$ cat src/rtl/wgm_pkg.sv
// shared types and constants for the wildcard glob matcher
package wgm_pkg;

  typedef enum logic [1:0] {
    OP_CLEAR  = 2'd0,
    OP_APPEND = 2'd1,
    OP_TEXT   = 2'd2,
    OP_END    = 2'd3
  } opcode_t;

  localparam logic [7:0] STAR_CHAR  = 8'd42;
  localparam logic [7:0] QUERY_CHAR = 8'd63;

  // what one pattern cell reports to the chain
  typedef struct packed {
    logic star;   // cell in use and holds a star
    logic stay;   // active star keeps its own position
    logic adv;    // active cell consumed the text byte, next position gets it
  } cell_out_t;

endpackage

$ cat src/rtl/wgm_cell.sv
// one pattern position: stored byte, in-use bit and per-byte step logic
module wgm_cell (
  input  logic                clk,
  input  logic                rst_n,
  input  logic                clear,
  input  logic                load,
  input  logic [7:0]          load_char,
  input  logic                active,
  input  logic [7:0]          text_char,
  output wgm_pkg::cell_out_t  cell_out
);

  logic [7:0] char_r;
  logic       used_r;
  logic       used_nxt;
  logic       is_star;
  logic       hit;

  always_ff @(posedge clk) begin
    if (load) begin
      char_r <= load_char;
    end
  end

  always_comb begin
    used_nxt = used_r;
    if (clear) begin
      used_nxt = 1'b0;
    end else if (load) begin
      used_nxt = 1'b1;
    end
  end

  always_ff @(posedge clk) begin
    if (!rst_n) begin
      used_r <= 1'b0;
    end else begin
      used_r <= used_nxt;
    end
  end

  assign is_star = used_r && (char_r == wgm_pkg::STAR_CHAR);
  assign hit     = (char_r == wgm_pkg::QUERY_CHAR) || (char_r == text_char);

  assign cell_out.star = is_star;
  assign cell_out.stay = active && is_star;
  assign cell_out.adv  = active && used_r && !is_star && hit;

endmodule

$ cat src/rtl/wgm_closure.sv
// star closure: spreads each active position forward through runs of stars
module wgm_closure #(
  parameter int WIDTH = 65
) (
  input  logic [WIDTH-1:0] seeds,
  input  logic [WIDTH-1:0] prop,
  output logic [WIDTH-1:0] closed
);

  logic [WIDTH-1:0] entry;
  logic [WIDTH-1:0] sum;
  logic [WIDTH-1:0] reached;

  // a seed entering a run of propagate bits ripples as a carry to its end
  assign entry   = {seeds[WIDTH-2:0], 1'b0} & prop;
  assign sum     = prop + entry;
  assign reached = (prop & ~sum) | entry;
  assign closed  = seeds | reached;

endmodule

$ cat src/rtl/wildcard_glob_matcher_unit.sv
// top level of the streaming wildcard glob matcher
//
//  channel | ports                                   | dir
//  --------+-----------------------------------------+-----
//  in      | in_valid in_stall in_opcode in_char_value | in
//  out     | out_valid out_stall out_matched           | out
//          | out_pattern_overflow                    |
//
// a new request is taken each cycle while in_stall is low; the position set
// update (cell chain plus one carry-style star closure) is combinational, registered in pre_r
// an end-of-text result is registered in the output register, or in the skid entry
// reset leaves an empty pattern with only position zero active, no clearing pass
// in_stall rises only when both the output register and the skid stage hold results
module wildcard_glob_matcher_unit #(
  parameter int MAX_PATTERN = 64
) (
  input  logic       clk,
  input  logic       rst_n,
  input  logic       in_valid,
  output logic       in_stall,
  input  logic [1:0] in_opcode,
  input  logic [7:0] in_char_value,
  output logic       out_valid,
  input  logic       out_stall,
  output logic       out_matched,
  output logic       out_pattern_overflow
);

  localparam int NPOS  = MAX_PATTERN + 1;
  localparam int LEN_W = $clog2(MAX_PATTERN + 1);

  wgm_pkg::opcode_t   op;
  logic               in_acc;

  logic [LEN_W-1:0]   len_r, len_nxt;
  logic               ovf_r, ovf_nxt;
  logic [NPOS-1:0]    pre_r, pre_nxt;
  logic [NPOS-1:0]    seed_set;
  logic [NPOS-1:0]    prop;
  logic [NPOS-1:0]    closed;
  logic [NPOS-1:0]    step_set;
  logic               clear_req;
  logic               append_req;

  wgm_pkg::cell_out_t cell_out [MAX_PATTERN];

  logic               res_valid;
  logic               res_match;
  logic               res_ovf;

  logic               out_valid_r, out_valid_nxt;
  logic               out_matched_r, out_ovf_r;
  logic               out_load;
  logic               skid_valid_r, skid_valid_nxt;
  logic               skid_matched_r, skid_ovf_r;
  logic               skid_load;

  assign op         = wgm_pkg::opcode_t'(in_opcode);
  assign in_stall   = skid_valid_r;
  assign in_acc     = in_valid && !in_stall;
  assign clear_req  = in_acc && (op == wgm_pkg::OP_CLEAR);
  assign append_req = in_acc && (op == wgm_pkg::OP_APPEND);
  assign seed_set   = {{(NPOS-1){1'b0}}, 1'b1};

  // cell chain
  genvar g;
  generate
    for (g = 0; g < MAX_PATTERN; g++) begin : g_cell
      wgm_cell u_cell (
        .clk       (clk),
        .rst_n     (rst_n),
        .clear     (clear_req),
        .load      (append_req && (len_r == LEN_W'(g))),
        .load_char (in_char_value),
        .active    (closed[g]),
        .text_char (in_char_value),
        .cell_out  (cell_out[g])
      );
      assign prop[g+1] = cell_out[g].star;
      if (g == 0) begin : g_first
        assign step_set[g] = cell_out[g].stay;
      end else begin : g_rest
        assign step_set[g] = cell_out[g].stay | cell_out[g-1].adv;
      end
    end
  endgenerate

  assign prop[0]              = 1'b0;
  assign step_set[NPOS-1]     = cell_out[MAX_PATTERN-1].adv;

  wgm_closure #(
    .WIDTH (NPOS)
  ) u_closure (
    .seeds  (pre_r),
    .prop   (prop),
    .closed (closed)
  );

  assign res_match = closed[len_r] && !ovf_r;
  assign res_ovf   = ovf_r;

  always_comb begin
    pre_nxt   = pre_r;
    len_nxt   = len_r;
    ovf_nxt   = ovf_r;
    res_valid = 1'b0;
    if (in_acc) begin
      unique case (op)
        wgm_pkg::OP_CLEAR: begin
          len_nxt = '0;
          ovf_nxt = 1'b0;
          pre_nxt = seed_set;
        end
        wgm_pkg::OP_APPEND: begin
          if (len_r != LEN_W'(MAX_PATTERN)) begin
            len_nxt = len_r + LEN_W'(1);
          end else begin
            ovf_nxt = 1'b1;
          end
          pre_nxt = seed_set;
        end
        wgm_pkg::OP_TEXT: begin
          pre_nxt = step_set;
        end
        wgm_pkg::OP_END: begin
          res_valid = 1'b1;
          pre_nxt   = seed_set;
        end
        default: begin
          pre_nxt = pre_r;
        end
      endcase
    end
  end

  always_ff @(posedge clk) begin
    if (!rst_n) begin
      len_r <= '0;
      ovf_r <= 1'b0;
      pre_r <= seed_set;
    end else begin
      len_r <= len_nxt;
      ovf_r <= ovf_nxt;
      pre_r <= pre_nxt;
    end
  end

  // output register with one skid entry behind it
  always_comb begin
    out_valid_nxt  = out_valid_r;
    skid_valid_nxt = skid_valid_r;
    out_load       = 1'b0;
    skid_load      = 1'b0;
    if (!out_valid_r || !out_stall) begin
      if (skid_valid_r) begin
        out_valid_nxt  = 1'b1;
        skid_valid_nxt = 1'b0;
      end else begin
        out_valid_nxt = res_valid;
        out_load      = res_valid;
      end
    end else if (res_valid) begin
      skid_valid_nxt = 1'b1;
      skid_load      = 1'b1;
    end
  end

  always_ff @(posedge clk) begin
    if (!rst_n) begin
      out_valid_r  <= 1'b0;
      skid_valid_r <= 1'b0;
    end else begin
      out_valid_r  <= out_valid_nxt;
      skid_valid_r <= skid_valid_nxt;
    end
  end

  always_ff @(posedge clk) begin
    if (out_load) begin
      out_matched_r <= res_match;
      out_ovf_r     <= res_ovf;
    end else if ((!out_valid_r || !out_stall) && skid_valid_r) begin
      out_matched_r <= skid_matched_r;
      out_ovf_r     <= skid_ovf_r;
    end
    if (skid_load) begin
      skid_matched_r <= res_match;
      skid_ovf_r     <= res_ovf;
    end
  end

  assign out_valid            = out_valid_r;
  assign out_matched          = out_matched_r;
  assign out_pattern_overflow = out_ovf_r;

  // skid entry only fills behind a held result
  a_skid_behind_out: assert property (@(posedge clk) disable iff (!rst_n)
    skid_valid_r |-> out_valid_r)
    else $error("skid entry valid without output register valid");

  // overflow only once the store is full
  a_ovf_full: assert property (@(posedge clk) disable iff (!rst_n)
    ovf_r |-> (len_r == LEN_W'(MAX_PATTERN)))
    else $error("overflow flag set with free pattern entries");

  // an overflowed pattern never reports a match
  a_ovf_no_match: assert property (@(posedge clk) disable iff (!rst_n)
    (out_valid_r && out_ovf_r) |-> !out_matched_r)
    else $error("match reported with pattern overflow");

  // a clear always leaves an empty, non-overflowed pattern
  a_clear_empties: assert property (@(posedge clk) disable iff (!rst_n)
    clear_req |=> ((len_r == '0) && !ovf_r))
    else $error("clear request did not empty the pattern");

endmodule
$ cat config.mk
export PLATFORM = sky130hd
export DESIGN_NAME = wildcard_glob_matcher_unit
export DESIGN_NICKNAME = d
export VERILOG_FILES = /design/src/rtl/wgm_pkg.sv /design/src/rtl/wgm_cell.sv /design/src/rtl/wgm_closure.sv /design/src/rtl/wildcard_glob_matcher_unit.sv
export SDC_FILE = /design/constraint.sdc
export NUM_CORES = 1
export LEC_CHECK = 0
export ABC_CLOCK_PERIOD_IN_PS = 6500
export BUFFER_PORTS_ARGS = -buffer_cell sky130_fd_sc_hd__buf_4
export CORE_MARGIN = 10
export CORE_UTILIZATION = 40
export CTS_CLUSTER_SIZE = 14
export DETAILED_ROUTE_END_ITERATION = 8
export PLACE_DENSITY_LB_ADDON = 0.25
export SLEW_MARGIN = 20
export SYNTH_ARGS = -nofsm -noshare
export SYNTH_HDL_FRONTEND = slang
export SYNTH_SLANG_ARGS = --single-unit
$ cat constraint.sdc
create_clock -name clk -period 6.5 [get_ports clk]
set_clock_uncertainty 0.2 [all_clocks]
set_input_delay 0.65 -clock clk [delete_from_list [all_inputs] [get_ports clk]]
set_output_delay 0.65 -clock clk [all_outputs]
set_load 0.005 [all_outputs]
=== After elaboration in Yosys (flattened, before gate mapping) ===
Index checks and enable logic that the tools add are counted.

* Register bits: 655
* Input bits: 14
* Output and inout port bits: 4
* Word-level logic and storage cells: 1019

* $add $sub $neg: 2
* Order comparisons: 1
* Eq/ne operators: 261
* Mux-type cells: 18
* Bitwise operators: 69
* Reductions and logical operators: 531

{| class="wikitable"
|+ Operator list
! kind !! count
|-
| $eq A8 B6 Y1 const B || 128
|-
| $eq A8 B8 Y1 || 64
|-
| $logic_and A1 B1 Y1 || 389
|-
| $eq A7 B6 Y1 const B || 32
|-
| $and A65 B65 Y65 || 2
|-
| $or A65 B65 Y65 || 2
|-
| $pmux W65 S2 || 1
|-
| $eq A7 B5 Y1 const B || 16
|-
| $logic_not A1 Y1 || 68
|-
| $add A65 B65 Y65 || 1
|-
| $logic_or A1 B1 Y1 || 65
|-
| $not A65 Y65 || 1
|-
| $or A1 B1 Y1 || 63
|-
| $eq A7 B4 Y1 const B || 8
|-
| $eq A7 B3 Y1 const B || 4
|-
| $eq A7 B2 Y1 const B || 2
|-
| $pmux W7 S2 || 1
|-
| $mux W1 || 13
|-
| $lt A7 B8 Y1 const B || 1
|-
| $add A7 B1 Y7 const B || 1
|-
| $bmux W1 S7 || 1
|-
| $eq A7 B1 Y1 const B || 1
|-
| $logic_not A7 Y1 || 1
|-
| $mux W7 || 1
|-
| other kinds (12) || 16
|}

=== Longest topological paths before layout ===
* Word-level depth: 13
* Gate-level depth with buffers: 16
* Mapped depth without buffers: 15

=== Cells and area by module ===
A second synthesis with hierarchy kept.

* Cell total of the unflattened synthesis: 3191
* Area, all modules: 34695.8 µm²

{| class="wikitable"
|+ By module, submodules not included
! module !! times used !! cells each !! area an instance (µm²) !! sequential area each (µm²)
|-
| wgm_cell || 64 || 33 || 424.2 || 260.2
|-
| wildcard_glob_matcher_unit || 1 || 515 || 4134.0 || 1621.6
|-
| wgm_closure || 1 || 564 || 3415.8 || 0.0
|}

=== Worst setup path after synthesis ===
OpenSTA, ideal clock, no wires.

* Path type: reg-to-reg
* Start point: register g_cell[0].u_cell.char_r[5]
* End point: register out_matched_r, in the netlist out_matched, data pin
* Setup time: 0.266 ns
* Arrival time: 3.672 ns
* Required time: 6.034 ns
* Setup slack: 2.361 ns
* Cell stages (with the launch flop): 17
* Buffers on the path: 1
* Clock period less this slack: 4.139 ns
* Cells stage by stage: edfxtp_1 > and3_1 > and3_1 > and2_1 > ha_1 > nor3_1 > a221oi_2 > a211oi_1 > o31ai_4 > a211oi_1 > or2_0 > buf_2 > o211ai_1 > and4_1 > or4_1 > a31oi_1 > o22ai_1

* Longest elaborated chain between the ends: 12

{| class="wikitable"
|+ RTL lines
! item !! RTL line !! text
|-
| start, declared || wgm_cell.sv:13 || <nowiki>logic [7:0] char_r;</nowiki>
|-
| start signal, assigned || wgm_cell.sv:21 || <nowiki>char_r <= load_char;</nowiki>
|-
| $eq A8 B6 Y1 * || wgm_cell.sv:42 || <nowiki>assign is_star = used_r && (char_r == wgm_pkg::STAR_CHAR);</nowiki>
|-
| $logic_and A1 B1 Y1 * || wgm_cell.sv:42 ||
|-
| $and A65 B65 Y65 || wgm_closure.sv:15 || <nowiki>assign entry = {seeds[WIDTH-2:0], 1'b0} & prop;</nowiki>
|-
| $add A65 B65 Y65 || wgm_closure.sv:16 || <nowiki>assign sum = prop + entry;</nowiki>
|-
| $not A65 Y65 || wgm_closure.sv:17 || <nowiki>assign reached = (prop & ~sum) | entry;</nowiki>
|-
| $and A65 B65 Y65 || wgm_closure.sv:17 ||
|-
| $or A65 B65 Y65 * || wgm_closure.sv:17 ||
|-
| $or A65 B65 Y65 * || wgm_closure.sv:18 || <nowiki>assign closed = seeds | reached;</nowiki>
|-
| $bmux W1 S7 * || wildcard_glob_matcher_unit.sv:99 || <nowiki>assign res_match = closed[len_r] && !ovf_r;</nowiki>
|-
| $mux W1 (implied by the code) * || wildcard_glob_matcher_unit.sv:99 ||
|-
| $logic_and A1 B1 Y1 * || wildcard_glob_matcher_unit.sv:99 ||
|-
| $mux W1 * || wildcard_glob_matcher_unit.sv:179 || <nowiki>if (out_load) begin</nowiki>
|-
| end signal, assigned || wildcard_glob_matcher_unit.sv:180 || <nowiki>out_matched_r <= res_match;</nowiki>
|-
| end signal, assigned || wildcard_glob_matcher_unit.sv:183 || <nowiki>out_matched_r <= skid_matched_r;</nowiki>
|-
| end, declared || wildcard_glob_matcher_unit.sv:52 || <nowiki>logic out_matched_r, out_ovf_r;</nowiki>
|}

Every way passes the cells marked *; elsewhere a longest branch is shown, timed or not. The select of a mux whose other input is x is not followed.
A chain may end at the register's enable or synchronous reset.

=== Worst setup path in the final report ===
* Start point: register g_cell[14].u_cell.char_r[4]
* End point: register pre_r[53]

* Longest elaborated chain between the ends: 13
* Elaborated cells on any way between the ends: 14
* Classes of those cells: add/sub (1); eq/ne (1); mux (1); bitwise (6); reduce/logical (5)

{| class="wikitable"
|+ RTL lines
! item !! RTL line !! text
|-
| start, declared || wgm_cell.sv:13 ||
|-
| start signal, assigned || wgm_cell.sv:21 ||
|-
| $eq A8 B6 Y1 * || wgm_cell.sv:42 ||
|-
| $logic_and A1 B1 Y1 * || wgm_cell.sv:42 ||
|-
| $and A65 B65 Y65 || wgm_closure.sv:15 ||
|-
| $add A65 B65 Y65 * || wgm_closure.sv:16 ||
|-
| $not A65 Y65 * || wgm_closure.sv:17 ||
|-
| $and A65 B65 Y65 * || wgm_closure.sv:17 ||
|-
| $or A65 B65 Y65 * || wgm_closure.sv:17 ||
|-
| $or A65 B65 Y65 * || wgm_closure.sv:18 ||
|-
| $logic_and A1 B1 Y1 (3 in a row) || wgm_cell.sv:47 || <nowiki>assign cell_out.adv = active && used_r && !is_star && hit;</nowiki>
|-
| $or A1 B1 Y1 * || wildcard_glob_matcher_unit.sv:83 || <nowiki>assign step_set[g] = cell_out[g].stay | cell_out[g-1].adv;</nowiki>
|-
| $pmux W65 S2 * || wildcard_glob_matcher_unit.sv:108 || <nowiki>unique case (op)</nowiki>
|-
| end signal, assigned || wildcard_glob_matcher_unit.sv:140 || <nowiki>pre_r <= seed_set;</nowiki>
|-
| end signal, assigned || wildcard_glob_matcher_unit.sv:144 || <nowiki>pre_r <= pre_nxt;</nowiki>
|-
| end, declared || wildcard_glob_matcher_unit.sv:37 || <nowiki>logic [NPOS-1:0] pre_r, pre_nxt;</nowiki>
|}

Every way passes the cells marked *; elsewhere a longest branch is shown, timed or not.

==> flow_summary.ini <==
[timing]
timing.final.crit_share_pct = 82.65
finalMaxSlewViolations = 0
final-setup-viol-count = 0
postLayoutSetupSlackWorst_ns = 1.128
holdWs_ns = 0.1180
fmax_mhz = 186.1
fin_tns_setup_ns = 0
final_hold_viol_count = 0
rsz0062_at_grt = false
worst_slew_pin_slew_ns = 1.208
max-slew-margin-rel_pct = 18.75
period_needed_ns = 5.372

[floorplanning]
start_util_pct = 40.16
die_h_um = 328.4
dieWidth_um = 328.4
die-area_mm2 = 0.1078
ios = 18
fp-row-count = 113
core_area_mm2 = 0.09473

[cells_and_area]
syn_to_final_growth_pct = 10.89
drive_above_1_share_pct = 7.663
fin_nets = 3860
fin_area_mm2 = 0.04219

[synthesis]
yosys_warnings = 0
yosysSeqAreaShare_pct = 48.04
synth_edf_count = 516
yosysMostFrequentCell = edfxtp_1
synth_cell_types = 94
ys_async_sr_fraction_pct = 0
syn_area_mm2 = 0.03804
synthTopCellsByCount = edfxtp_1 (516), nor2_1 (467), xnor2_1 (318)
yosys_most_used_dff = edfxtp_1
syn_nets = 3878
synth-seq-cells = 655
synth_cells = 3859
synth_top_cell_by_area = edfxtp_1
synth_area_leaders = edfxtp_1 (41%), xnor2_1 (7.3%), dfxtp_1 (7.3%), nor2_1 (4.6%), xor2_1 (4.6%)
syn_area_per_cell_um2 = 9.858
synth_top_area_share_pct = 40.73

[placement]
place_area_mm2 = 0.03979
portBuffers = 17
place_hpwl_um = 98500
finalWeightedCongestion = 1.032
pre_cts_ws_ns = 1.278

[drt]
remaining_drc_errors = 0
drtAntennaViolNets = 0
drt-pass1-iter-count = 6
avgRoutedWirePerCell_um = 26.31
wl_um = 136000
drt_iter0_markers = 3286
via_count = 32180
avgViaCountPerCell = 6.224

[clocking]
htree_levels = 3
clkSinkCount = 655
cts_tree = yes
clockRootBuffer = clkbuf_16
hold_buffers = 0
cts_resized = 0
clkTransAtPathRegs_ns = 0.07
post_cts_buffers = 0
clock_latency_ns = 0.64
cts_made_buffers = 74
clk_path_buf_depth = 3

[setup_path]
critPathLaunchType = register
critical-path-max-stage-delay_ns = 0.94
crit_path_end_kind = register
critPathSlowestCell = nor4b_1
required_ns = 6.89
r2r_start = g_cell[14].u_cell.char_r[4]
cp.arrival_ns = 5.77
crit_chain = nor4_1 > nand3_1 > nor3_2 > nand2_1 > a31oi_1 > nand2_1 > o21a_1 > o22a_1 > nor4b_1 > o211ai_1 > a21oi_1 > o21a_1
path_max_fanout = 11
crit_type = reg -> reg
startpoint = g_cell[14].u_cell.char_r[4]

[pwr]
max-vdd-ir-drop_mv = 0.2101
p_per_area_mw_per_mm2 = 214.6
leakage_nw = 12.88

[global_route]
grt_first_pass_wirelength_um = 200000
grt_pass1_vias = 30260
grt.overflow.total = 0
antenna_found_initial = 3
grt_usage_pct = 24.27
grt_max_degree = 67

[min_path]
hp-start = rst_n
hp-class = in -> reg

[job]
max_cap_violations = 0

[status]
status = finished, final reports clean
area by class of cell:
type / instances / area (um^2)
Clock buffer: 104 / 2064
Tap cell: 1265 / 1583
Clock inverter: 33 / 299.0
Inverter: 48 / 181.4
Timing Repair Buffer: 94 / 848.3
Antenna cell: 3 / 7.507
Fill cell: 9095 / 52540
Sequential cell: 655 / 18280
Multi-Input combinational cell: 2968 / 18930
registers in the layout (all words and copies together) (netlist names):
name,flops
g_cell.u_cell.char_r,512
g_cell.u_cell.used_r,64
in_stall,1
len_r,7
out_matched,1
out_pattern_overflow,1
out_valid,1
ovf_r,1
pre_r,65
skid_matched_r,1
skid_ovf_r,1
placed cells by master, fill, tap and decap left out, drive strengths merged, types with 58 or more instances in the layout:
cell type,n
edfxtp,516
nor2,467
xnor2,318
nand2,229
xor2,198
nand4,192
nor4,164
nand3,155
a21oi,153
dfxtp,139
o21ai,123
and3,106
clkbuf,104
buf,94
nor3,90
nor2b,61
a31oi,58
worst max-delay path, delay by kind of cell, from the launching register on:
kind,cells,cell delay [ns]
flip-flops,1,0.42
AND/OR/NAND/NOR,6,3.21
AO/OA/AOI/OAI,6,1.48
final timing paths:
kind                                   end  slack, ns  depth (start not counted)
setup / recovery                 pre_r[53]       1.13                         12
hold reg to reg   g_cell[56].u_cell.used_r       0.29                          2
setup reg to reg                 pre_r[53]       1.13                         12
hold / removal                    pre_r[0]       0.12                          2
layer usage:
| layer | GRT usage, % | routed length (um) | vias up | part of all wire, % |
|---|---|---|---|---|
| met5 | 0 | 17 | - | 0.012 |
| met4 | 10.56 | 5746 | 2 | 4.2 |
| met3 | 4.722 | 11080 | 284 | 8.1 |
| met2 | 36.64 | 58890 | 1389 | 43 |
| met1 | 33.54 | 60270 | 15860 | 44 |
| li1 | - | - | 14640 | - |
per-stage QoR:
stage | power [mW] | util, % | instances
finish | 9.055 | 44.53 | 5170
global route | 9.348 | 44.53 | 5167
CTS | 9.133 | 44.50 | 5167
detailed placement | 5.031 | 42.01 | 5030
global placement | 5.028 | 42.00 | 5030
floorplan | 4.850 | - | 3859
kinds of logic (layout without fill, tap and decap cells):
| kind of cell | after synthesis | count (layout) | share of synthesized area [%] |
|---|---|---|---|
| compound gates | 752 | 752 | 13.91 |
| flops | 655 | 655 | 48.04 |
| fa+ha+maj | 5 | 5 | 0.1644 |
| mux | 3 | 3 | 0.08551 |
| simple gates | 1692 | 1692 | 23.58 |
| buf+inv | 236 | 279 | 2.335 |
| xor+xnor | 516 | 516 | 11.88 |
| other cells | 0 | 3 | 0 |
power by group:
part	internal, mW	total (mW)	switching (mW)
registers	4.52	4.52	0.00580
logic	0.134	0.419	0.285
clock network	2.36	4.11	1.76
No activity file was read; power rests on OpenSTA's default activity.
